`src/sv/slot_allocator_lazy_reclaim_core_macros.svh`:
```
// ----------------------------------------------------------------------------
// Assertion macros for the slot allocator
// Concurrent assertion helpers that vanish from synthesis builds.
// ----------------------------------------------------------------------------
`ifndef SLOT_ALLOCATOR_LAZY_RECLAIM_CORE_MACROS_SVH
`define SLOT_ALLOCATOR_LAZY_RECLAIM_CORE_MACROS_SVH
`ifndef SYNTHESIS
`define SA_ASSERT_ALWAYS(label, clk, rst_n, cond) \
	label: assert property (@(posedge clk) disable iff (!rst_n) (cond)) \
		else $error("assertion failed");
`define SA_ASSERT_IMPLIES(label, clk, rst_n, ante, cons) \
	label: assert property (@(posedge clk) disable iff (!rst_n) (ante) |-> (cons)) \
		else $error("assertion failed");
`define SA_ASSERT_NEXT(label, clk, rst_n, ante, cons) \
	label: assert property (@(posedge clk) disable iff (!rst_n) (ante) |=> (cons)) \
		else $error("assertion failed");
`else
`define SA_ASSERT_ALWAYS(label, clk, rst_n, cond)
`define SA_ASSERT_IMPLIES(label, clk, rst_n, ante, cons)
`define SA_ASSERT_NEXT(label, clk, rst_n, ante, cons)
`endif
`endif

```
`src/sv/sala_pkg.sv`:
```
// ----------------------------------------------------------------------------
// Slot allocator package
// Pool size, derived widths and action codes.
// ----------------------------------------------------------------------------
`default_nettype none
package sala_pkg;
	localparam int SLOTS  = 256;
	localparam int SLOT_W = 8;
	localparam int CNT_W  = 9;
	localparam int IDX_W  = $clog2(SLOTS);
	localparam int TOP_W  = $clog2(SLOTS + 1);

	localparam logic [1:0] ACT_ALLOC   = 2'd0;
	localparam logic [1:0] ACT_RELEASE = 2'd1;
	localparam logic [1:0] ACT_REBUILD = 2'd2;
endpackage
`default_nettype wire

```
`src/sv/slot_allocator_lazy_reclaim_core.sv`:
```
// Release, undefined codes and allocate on an empty free list go from idle straight to
// ST_DONE; allocate passes ST_ALLOC and rebuild passes ST_SCAN first. ST_DONE loads the
// result register once the output is free. A new beat is accepted only back in idle,
// after the previous result is registered; rebuild streams the in-use memory once.
// Reset is asynchronous and takes effect at once: no clearing pass, the free list reads
// as the identity until the first rebuild and the in-use bits carry per-entry valid flags.
`default_nettype none
// ----------------------------------------------------------------------------
// Slot allocator with lazy reclaim
// Free-list stack and in-use bits kept in synchronous memories; rebuild scans
// the in-use memory and rewrites the free list in ascending order.
// ----------------------------------------------------------------------------
`include "slot_allocator_lazy_reclaim_core_macros.svh"
module slot_allocator_lazy_reclaim_core (
	input  wire logic                         clk,
	input  wire logic                         arst_n,
	input  wire logic                         in_valid,
	output logic                              in_ready,
	input  wire logic [1:0]                   action,
	input  wire logic [sala_pkg::SLOT_W-1:0]  slot,
	output logic                              out_valid,
	input  wire logic                         out_ready,
	output logic                              granted,
	output logic [sala_pkg::SLOT_W-1:0]       slot_out,
	output logic [sala_pkg::CNT_W-1:0]        free_count,
	output logic                              full_res,
	output logic                              empty_res
);
	typedef enum logic [1:0] {ST_IDLE, ST_ALLOC, ST_SCAN, ST_DONE} state_t;

	localparam int IW = sala_pkg::IDX_W;
	localparam int TW = sala_pkg::TOP_W;

	state_t            state_q;
	logic [TW-1:0]     free_top_q;
	logic              rebuilt_q;
	logic              res_granted_q;
	logic [IW-1:0]     res_slot_q;
	logic [TW-1:0]     scan_idx_q;
	logic [TW-1:0]     n_q;
	logic              rd_vld_s1;
	logic [IW-1:0]     scan_slot_s1;
	logic [IW-1:0]     alloc_addr_s1;
	logic              out_valid_q;
	logic              granted_q;
	logic [sala_pkg::SLOT_W-1:0] slot_out_q;
	logic [sala_pkg::CNT_W-1:0]  free_count_q;
	logic              full_q;
	logic              empty_q;

	logic [IW-1:0]     free_stack_mem [sala_pkg::SLOTS];
	logic              in_use_mem [sala_pkg::SLOTS];
	logic [sala_pkg::SLOTS-1:0] in_use_v_q;
	logic [IW-1:0]     fs_rd_s1;
	logic              iu_rd_s1;
	logic              iu_v_s1;

	logic              in_fire;
	logic [TW-1:0]     top_m1;
	logic [IW-1:0]     fs_raddr;
	logic              scan_issue;
	logic [IW-1:0]     scan_addr;
	logic              scan_free;
	logic              fs_we;
	logic [IW-1:0]     alloc_slot;
	logic              slot_ok;
	logic              iu_we;
	logic [IW-1:0]     iu_waddr;
	logic              iu_wdata;
	logic              out_free;

	assign in_ready   = (state_q == ST_IDLE);
	assign in_fire    = in_valid && in_ready;
	assign top_m1     = free_top_q - TW'(1);
	assign fs_raddr   = top_m1[IW-1:0];
	assign scan_issue = (scan_idx_q < TW'(sala_pkg::SLOTS));
	assign scan_addr  = scan_idx_q[IW-1:0];
	assign scan_free  = rd_vld_s1 && !(iu_v_s1 && iu_rd_s1);
	assign fs_we      = (state_q == ST_SCAN) && scan_free;
	assign slot_ok    = (TW'(slot) < TW'(sala_pkg::SLOTS));
	assign out_free   = !out_valid_q || out_ready;

	// Until the first rebuild the free list still holds its reset image, so the
	// popped entry equals its own position.
	assign alloc_slot = rebuilt_q ? fs_rd_s1 : alloc_addr_s1;

	always_comb begin
		iu_we    = 1'b0;
		iu_waddr = alloc_slot;
		iu_wdata = 1'b1;
		if (state_q == ST_ALLOC) begin
			iu_we = 1'b1;
		end else if (in_fire && action == sala_pkg::ACT_RELEASE && slot_ok) begin
			iu_we    = 1'b1;
			iu_waddr = IW'(slot);
			iu_wdata = 1'b0;
		end
	end

	always_ff @(posedge clk) begin
		fs_rd_s1 <= free_stack_mem[fs_raddr];
		if (fs_we) begin
			free_stack_mem[n_q[IW-1:0]] <= scan_slot_s1;
		end
	end

	always_ff @(posedge clk) begin
		iu_rd_s1 <= in_use_mem[scan_addr];
		if (iu_we) begin
			in_use_mem[iu_waddr] <= iu_wdata;
		end
	end

	always_ff @(posedge clk or negedge arst_n) begin
		if (!arst_n) begin
			in_use_v_q <= '0;
			iu_v_s1    <= 1'b0;
		end else begin
			iu_v_s1 <= in_use_v_q[scan_addr];
			if (iu_we) begin
				in_use_v_q[iu_waddr] <= 1'b1;
			end
		end
	end

	always_ff @(posedge clk or negedge arst_n) begin
		if (!arst_n) begin
			state_q       <= ST_IDLE;
			free_top_q    <= TW'(sala_pkg::SLOTS);
			rebuilt_q     <= 1'b0;
			res_granted_q <= 1'b0;
			res_slot_q    <= '0;
			scan_idx_q    <= '0;
			n_q           <= '0;
			rd_vld_s1     <= 1'b0;
			scan_slot_s1  <= '0;
			alloc_addr_s1 <= '0;
			out_valid_q   <= 1'b0;
			granted_q     <= 1'b0;
			slot_out_q    <= '0;
			free_count_q  <= '0;
			full_q        <= 1'b0;
			empty_q       <= 1'b0;
		end else begin
			// In the result state a taken beat is replaced by the next one below.
			if (out_valid_q && out_ready && state_q != ST_DONE) begin
				out_valid_q <= 1'b0;
			end
			case (state_q)
				ST_IDLE: begin
					if (in_fire) begin
						res_slot_q <= '0;
						case (action)
							sala_pkg::ACT_ALLOC: begin
								res_granted_q <= 1'b0;
								if (free_top_q != '0) begin
									free_top_q    <= top_m1;
									alloc_addr_s1 <= fs_raddr;
									state_q       <= ST_ALLOC;
								end else begin
									state_q <= ST_DONE;
								end
							end
							sala_pkg::ACT_RELEASE: begin
								res_granted_q <= slot_ok;
								state_q       <= ST_DONE;
							end
							sala_pkg::ACT_REBUILD: begin
								res_granted_q <= 1'b0;
								scan_idx_q    <= '0;
								n_q           <= '0;
								rd_vld_s1     <= 1'b0;
								state_q       <= ST_SCAN;
							end
							default: begin
								res_granted_q <= 1'b0;
								state_q       <= ST_DONE;
							end
						endcase
					end
				end
				ST_ALLOC: begin
					res_granted_q <= 1'b1;
					res_slot_q    <= alloc_slot;
					state_q       <= ST_DONE;
				end
				ST_SCAN: begin
					// Reads are issued one slot a cycle; the free test and the
					// free-list write happen in the cycle after each read is issued.
					if (scan_issue) begin
						scan_idx_q   <= scan_idx_q + TW'(1);
						scan_slot_s1 <= scan_addr;
						rd_vld_s1    <= 1'b1;
					end else begin
						rd_vld_s1 <= 1'b0;
					end
					if (scan_free) begin
						n_q <= n_q + TW'(1);
					end
					if (!scan_issue && !rd_vld_s1) begin
						free_top_q    <= n_q;
						rebuilt_q     <= 1'b1;
						res_granted_q <= 1'b1;
						res_slot_q    <= '0;
						state_q       <= ST_DONE;
					end
				end
				ST_DONE: begin
					if (out_free) begin
						out_valid_q  <= 1'b1;
						granted_q    <= res_granted_q;
						slot_out_q   <= sala_pkg::SLOT_W'(res_slot_q);
						free_count_q <= sala_pkg::CNT_W'(free_top_q);
						full_q       <= (free_top_q == '0);
						empty_q      <= (free_top_q == TW'(sala_pkg::SLOTS));
						state_q      <= ST_IDLE;
					end
				end
				default: begin
					state_q <= ST_IDLE;
				end
			endcase
		end
	end

	assign out_valid  = out_valid_q;
	assign granted    = granted_q;
	assign slot_out   = slot_out_q;
	assign free_count = free_count_q;
	assign full_res   = full_q;
	assign empty_res  = empty_q;

	`SA_ASSERT_ALWAYS(a_top_range, clk, arst_n, free_top_q <= TW'(sala_pkg::SLOTS))
	`SA_ASSERT_IMPLIES(a_scan_count, clk, arst_n, state_q == ST_SCAN, n_q <= scan_idx_q)
	`SA_ASSERT_NEXT(a_alloc_pop, clk, arst_n,
		in_fire && action == sala_pkg::ACT_ALLOC && free_top_q != '0,
		free_top_q == $past(free_top_q) - TW'(1))
	`SA_ASSERT_IMPLIES(a_flags_excl, clk, arst_n, out_valid_q, !(full_q && empty_q))
endmodule
`default_nettype wire
```
`config.mk`:
```
export PLATFORM = sky130hd
export DESIGN_NAME = slot_allocator_lazy_reclaim_core
export DESIGN_NICKNAME = d
export VERILOG_FILES = /design/src/sv/sala_pkg.sv /design/src/sv/slot_allocator_lazy_reclaim_core.sv
export VERILOG_INCLUDE_DIRS = /design/src /design/src/sv
export SDC_FILE = /design/constraint.sdc
export NUM_CORES = 2
export LEC_CHECK = 0
export ABC_AREA = 0
export BUFFER_PORTS_ARGS = -buffer_cell sky130_fd_sc_hd__buf_4
export CAP_MARGIN = 20
export CORE_ASPECT_RATIO = 1.1
export CORE_MARGIN = 4
export CORE_UTILIZATION = 50
export DETAILED_ROUTE_END_ITERATION = 7
export GPL_TIMING_DRIVEN = 0
export PLACE_DENSITY = 0.65
export SLEW_MARGIN = 20
export SYNTH_ARGS = -nofsm -noshare
export SYNTH_HDL_FRONTEND = slang
export SYNTH_SLANG_ARGS = --single-unit
```
`constraint.sdc`:
```
create_clock -name clk -period 5.55 [get_ports clk]
set_clock_uncertainty 0.1 [all_clocks]
set_input_delay 0 -clock clk [delete_from_list [all_inputs] [get_ports clk]]
set_output_delay 0 -clock clk [all_outputs]
set_load 0.005 [all_outputs]
```
# Word level (Yosys, flattened, before mapping)
# Memories as Yosys holds them, arrays and structs flattened. A register that Yosys moved wholly into a read port is not among the register bits.
# Index checks and enable logic that the tools add are counted.
# totals
ff_bits	334
ramBits	2304
in_bits	14
output_inout_bits	22
word_cells	119
memories	2
# mem_list
name	depth	width	read_ports	rd_clocked_by_memory_dff	write_ports	line	text
free_stack_mem	256	8	1	1	1	slot_allocator_lazy_reclaim_core.sv:51	logic [IW-1:0] free_stack_mem [sala_pkg::SLOTS];
in_use_mem	256	1	1	1	1	slot_allocator_lazy_reclaim_core.sv:52	logic in_use_mem [sala_pkg::SLOTS];
# classes
add_sub_neg	3
magnitude_cmp	4
n_eq_ne	15
muxes	46
bitwise_logic	1
n_reduce_logical	30
# ops
op	count
$or 256x256->256	1
$mux 9	8
$pmux 9 s2	3
$mux 8	5
$pmux 8 s3	1
$mux 1	19
$add 9x1->9 const B	2
$lt 8x9->1 const B	2
$reduce_and 4->1	3
$ne 2x1->1 const B	5
$eq 9x9->1 const B	1
$logic_and 1x1->1	9
$logic_not 9->1	1
$lt 9x9->1 const B	1
$reduce_and 3->1	3
$reduce_bool 9->1	1
$sub 9x1->9 const B	1
$bmux 1 s8	1
$demux 1 s8	1
$ge 8x1->1 const B	1
$mux 2	4
$ne 2x2->1 const B	4
$pmux 2 s4	1
$eq 2x2->1 const B	3
other kinds (11)	18

# Depth between registers and ports, before layout
# depth
ltp_word	10
ltp_mapped	16
ltp_nobuf	10

# Least setup slack after synthesis
# No wires, ideal clock.
# synth_timing
path_type	reg-to-reg
from	register state_q[1]
to	register in_use_v_q[130] (netlist name)
setup_ns	0.127
arrival_ns	4.114
slack_ns	1.209
path_stages_with_launch	12
path_buffers	2
path_cell_list	dfrtp_1 inv_1 ha_1 clkbuf_1 nor3_1 inv_2 mux2i_1 and2_1 nand2_1 clkbuf_1 nor2_1 or2_2
# synth_between
elab_chain_cells	10
word_cells_on_any_way	14
# synth_lines
item	line	text
start, declared	slot_allocator_lazy_reclaim_core.sv:34	state_t state_q;
start signal, assigned	slot_allocator_lazy_reclaim_core.sv:128	state_q <= ST_IDLE;
start signal, assigned	slot_allocator_lazy_reclaim_core.sv:159	state_q <= ST_ALLOC;
start signal, assigned	slot_allocator_lazy_reclaim_core.sv:161	state_q <= ST_DONE;
$logic_not 2->1	slot_allocator_lazy_reclaim_core.sv:72	assign in_ready = (state_q == ST_IDLE);
$logic_and 1x1->1	slot_allocator_lazy_reclaim_core.sv:73	assign in_fire = in_valid && in_ready;
$logic_and 1x1->1	slot_allocator_lazy_reclaim_core.sv:93	end else if (in_fire && action == sala_pkg::ACT_RELEASE && slot_ok) begin
$mux 8	slot_allocator_lazy_reclaim_core.sv:93	
$mux 8	slot_allocator_lazy_reclaim_core.sv:91	if (state_q == ST_ALLOC) begin
$lt 8x9->1 (implied by the code) / $ge 8x1->1 (equally long branches)	slot_allocator_lazy_reclaim_core.sv:121	in_use_v_q[iu_waddr] <= 1'b1;
$logic_and 1x1->1 (implied by the code)	slot_allocator_lazy_reclaim_core.sv:121	
$mux 1 (implied by the code)	slot_allocator_lazy_reclaim_core.sv:121	
$demux 1 s8	slot_allocator_lazy_reclaim_core.sv:121	
$or 256x256->256 (no line)	--	
end signal, assigned	slot_allocator_lazy_reclaim_core.sv:116	in_use_v_q <= '0;
end signal, assigned by index	slot_allocator_lazy_reclaim_core.sv:121	
end, declared	slot_allocator_lazy_reclaim_core.sv:53	logic [sala_pkg::SLOTS-1:0] in_use_v_q;
# Parallel ways exist; a longest one is shown, timed or not.
# A chain may end at the register's enable or synchronous reset.

# Final worst setup path
# layout_timing
from	register free_top_q[0]
to	register fs_rd_s1[0], read port of free_stack_mem
# layout_between
elab_chain_cells	1
# layout_lines
item	line	text
start, declared	slot_allocator_lazy_reclaim_core.sv:35	logic [TW-1:0] free_top_q;
start signal, assigned	slot_allocator_lazy_reclaim_core.sv:129	free_top_q <= TW'(sala_pkg::SLOTS);
start signal, assigned	slot_allocator_lazy_reclaim_core.sv:157	free_top_q <= top_m1;
start signal, assigned	slot_allocator_lazy_reclaim_core.sv:201	free_top_q <= n_q;
$sub 9x1->9	slot_allocator_lazy_reclaim_core.sv:74	assign top_m1 = free_top_q - TW'(1);
named net top_m1[0]	slot_allocator_lazy_reclaim_core.sv:59	logic [TW-1:0] top_m1;
end, declared	slot_allocator_lazy_reclaim_core.sv:54	logic [IW-1:0] fs_rd_s1;
# The timed path passes the listed nets, and every way through them passes these cells.

==> results by group <==
Status
  • Outcome: finished with violations
  • Failing checks: setup timing

Finish
  • Final nets: 5,472
  • Area growth from synthesis to layout: 13.40%
  • Share of layout cells above drive strength 1: between 20 and 30%

Timing
  • Final Hold Fails: 0
  • Slew headroom: 16.51%
  • Unrepaired setup endpoints after global routing: yes
  • Crit path time final: 5638 ps
  • Worst slew pin tran: 1248 ps
  • Hold_ws: 73.32 ps
  • Period utilisation layout: 101.6%
  • Setup slack after layout: -88.01 ps
  • Fin. max-slew vios: 0
  • FMAX: 177.4 MHz
  • Final setup fails: 3

Global routing
  • Grt ovf: 0
  • Met2 GRT Util: between 40% and 50%
  • GRT Util Overall: 25.71%
  • Gr busiest metal: met2
  • Vias in the first global route: between 50,000 and 60,000
  • Largest net degree at the start of global routing: 97
  • Met3 Use GR: just under 5%
  • Initial antenna violation count: 3
  • First-pass GRT wire length: 394.4 mm
  • Met1 usage: 34.19%

Clock network
  • Clock slew at reported path FFs: 60 ps
  • Worst-case clock buffer depth: 4
  • H-tree depth: 5
  • Total CTS buffers: 279
  • Post-CTS setup buffer count: 0
  • Clk sinks: 2,647
  • CTS tree: yes
  • Root buf cell: clkbuf_16
  • Clk Latency, worst-skew pair: 930 ps

Floorplanning
  • Die Wd: 442.6 µm
  • Die ar.: ~220,000 µm²
  • Core Box Area: 206,700 µm²
  • I/O Pins: 36
  • Starting density of the core: about half
  • Chip Height: slightly below 500 µm
  • Row cnt: 175

Critical path
  • CP Max Fanout: 10
  • Critical path class: flop to flop
  • Buf/Inv on CP: 10
  • Critical path required time: about 6000 ps
  • Largest delay contributor family on the critical path: buffers and inverters
  • CP dominant cell by count: buf_6
  • R2R Path Start: free_top_q[0]
  • Critical path launch point type: flop
  • Arrival time worst endpoint: 6260 ps
  • Slowest cell on the critical path: a221oi_1
  • CP endpoint kind: flop
  • CP cell instances: buf_6 -> buf_6 -> buf_6 -> buf_6 -> buf_4 -> inv_1 -> ha_1 -> buf_2 -> buf_2 -> clkbuf_4 -> clkbuf_2 -> mux4_2 -> mux4_2 -> a221oi_1 -> o221ai_1
  • R2R setup slack: -90 ps
  • CP max stage delay: 560 ps
  • Worst setup startpoint: free_top_q[0]

Power and ir drop
  • Largest vdd supply drop: about 0.3 mV
  • Leak pwr: 36.45 nW
  • Sequential power share: 40.4%
  • Sw frac: 31.41%
  • Clk pwr share: 31.1%
  • Pwr/cell area: 479.4 nW/µm²
  • Internal: 38.73 mW
  • Combinational fraction of design power: approximately 28%
  • Switching Power: ~18 mW

Flow run
  • Max Cap Violations: 0

Routing
  • Detail Route Antenna Nets: 0
  • Final wirelength: roughly 270 mm
  • Number of iterations in the first detailed-routing pass: 5
  • Wire per inst: 32.75 µm
  • DR vias: 52,260
  • # DRC: 0
  • Iteration-0 DRC Markers: between 6,000 and 7,000
  • Drt via density: 6.233

Worst hold path
  • Min-delay worst type: input port to flop
  • Start point of the worst hold path: slot[0]

Synth
  • Post-synthesis simple-gate area fraction: 4.478%
  • Yosys warnings: 0
  • Flops & latches, synth: 2,647
  • Post-Synth XOR/XNOR Area: less than 1%
  • Synth cell count leaders: 2,304 x edfxtp_1, 768 x mux4_2, 552 x nor2_1, 333 x dfrtp_1, 179 x or2_2
  • Main synth FF type: edfxtp_1
  • Post-synth cell types: 58
  • Sequential fraction of the synthesis area: 74.83%
  • Cells after Synth: 5,055
  • Cell with the most instances after synthesis: edfxtp_1
  • Main combinational cell family by area after synthesis: multiplexers
  • Synthesized cell area: just over 100,000 µm²
  • Compound-Gate Fraction of Synth Area: 1.426%
  • Top cell type's share of synthesized area: 66.61%
  • Main area contributors after synthesis: edfxtp_1 67%, mux4_2 17%, dfrtp_1 8.0%, nor2_1 2.0%, or2_2 1.1%
  • Post-synth EDFFs: between 2,000 and 2,500
  • Net Count, Synth: 5,081
  • Area leader, netlist: edfxtp_1
  • Syn avg cell area: 20.55 µm²
  • Async SR Flop Fraction: about an eighth
  • Synth Area in Adders: 0.1446%
  • Post-synthesis mux area share: 17.68%

Placed design
  • # port buffers: 35
  • Hpwl dp: 185.3 mm
  • Pre-CTS setup slack: -1616 ps
  • GP Congestion: 0.8780
## path summary, 6_finish.rpt
kind,to,depth (start not counted)
max in group asynchronous,alloc_addr_s1[0],4
min in group asynchronous,in_use_v_q[134],4
setup reg to reg,fs_rd_s1[0],15
hold / removal,in_use_mem[238],5
setup / recovery,fs_rd_s1[0],15
hold reg to reg,in_use_v_q[119],1
## per-stage QoR
stage	util [%]	cells	instance area [µm²]	setup TNS, ps	power, mW
5_1_grt	56.98	8382	117800	-181.6	58.22
3_3_place_gp	52.04	7833	107600	-6151810	39.43
6_report	56.98	8384	117800	-165.5	56.46
3_5_place_dp	52.70	7886	108900	-12430	38.99
2_1_floorplan	-	5055	103900	0	32.69
4_1_cts	56.96	8381	117700	0	56.59
## metal layers
layer  vias to the layer above  routed length [µm]  share of wire (%)
met5                         -                   0                  0
met2                      2524              136100                 50
met1                     28000              104400                 38
met3                       489               20980                7.6
li1                      21240                   -                  -
met4                         0               13120                4.8
## cell type report
type | instances | area [µm²]
Clock inverter | 106 | 843.3
Sequential cell | 2647 | 77760
Antenna cell | 3 | 7.507
Clock buffer | 367 | 7548
Multi-Input combinational cell | 2109 | 24840
Buffer | 283 | 1535
Tap cell | 2743 | 3432
Fill cell | 15260 | 88920
Timing Repair Buffer | 110 | 1757
Inverter | 16 | 67.56
## worst reg2reg max path, cell delays in order (launching register included)
cell and delay, ps:
dfrtp_1 340, buf_6 160, buf_6 220, buf_6 250, buf_6 260, buf_4 310, inv_1 200, ha_1 310
buf_2 270, buf_2 420, clkbuf_4 430, clkbuf_2 390, mux4_2 410, mux4_2 520, a221oi_1 560, o221ai_1 280
## registers in the layout (all words and copies together) (netlist names), 2 cells and up
signal / cells
in_use_mem: 256
in_use_v_q: 256
res_slot_q: 8
free_stack_mem: 2048
free_count: 9
fs_rd_s1: 8
alloc_addr_s1: 8
free_top_q: 9
scan_idx_q: 9
slot_out: 8
n_q: 9
state_q: 2
scan_slot_s1: 8
## layout by cell type (no fill, tap or decap), types with 18 or more instances in the layout
cell / netlist / layout
clkbuf_16: 0 / 284
a22o_1: 34 / 34
buf_2: 67 / 68
mux4_2: 768 / 768
dlygate4sd3_1: 0 / 21
nor2_1: 552 / 550
buf_4: 7 / 52
clkinv_1: 0 / 41
or2_2: 179 / 179
buf_6: 21 / 23
clkbuf_2: 0 / 51
clkbuf_1: 171 / 172
nor2b_1: 23 / 23
nand2_1: 123 / 123
a221oi_1: 20 / 20
or2_1: 79 / 79
buf_16: 0 / 34
mux2i_1: 46 / 46
dfrtp_1: 333 / 325
o21ai_0: 49 / 49
edfxtp_1: 2304 / 2304
a221o_1: 18 / 18
mux2_2: 54 / 54
clkinv_2: 0 / 34
## what timing repair did
item,CTS,global route
gates resized for setup,94,21
endpoints found under the setup margin,8,9
endpoints found under the hold margin,524,0
hold buffers,22,0
cloned,0,0
pin swaps,0,0
## logic make-up (layout without fill, tap and decap cells)
group / count (synthesis) / in the layout
AOI/OAI and AO/OA: 203 / 203
xor gates and xnor gates: 12 / 12
DFF: 2647 / 2647
muxes: 868 / 868
buffers and inverters: 299 / 882
adders and majority gates: 12 / 12
and+or+nand+nor: 1014 / 1014
other: 0 / 3
## power by group through the flow
stage,clock [mW],sequential (mW),combinational (mW)
2_1_floorplan,0,23.2,9.48
3_3_place_gp,0,24.1,15.4
3_5_place_dp,0,23.2,15.8
4_1_cts,17.7,22.8,16.0
5_1_grt,18.6,22.9,16.7
6_report,17.5,22.8,16.1
No activity file was read; power rests on OpenSTA's default activity.
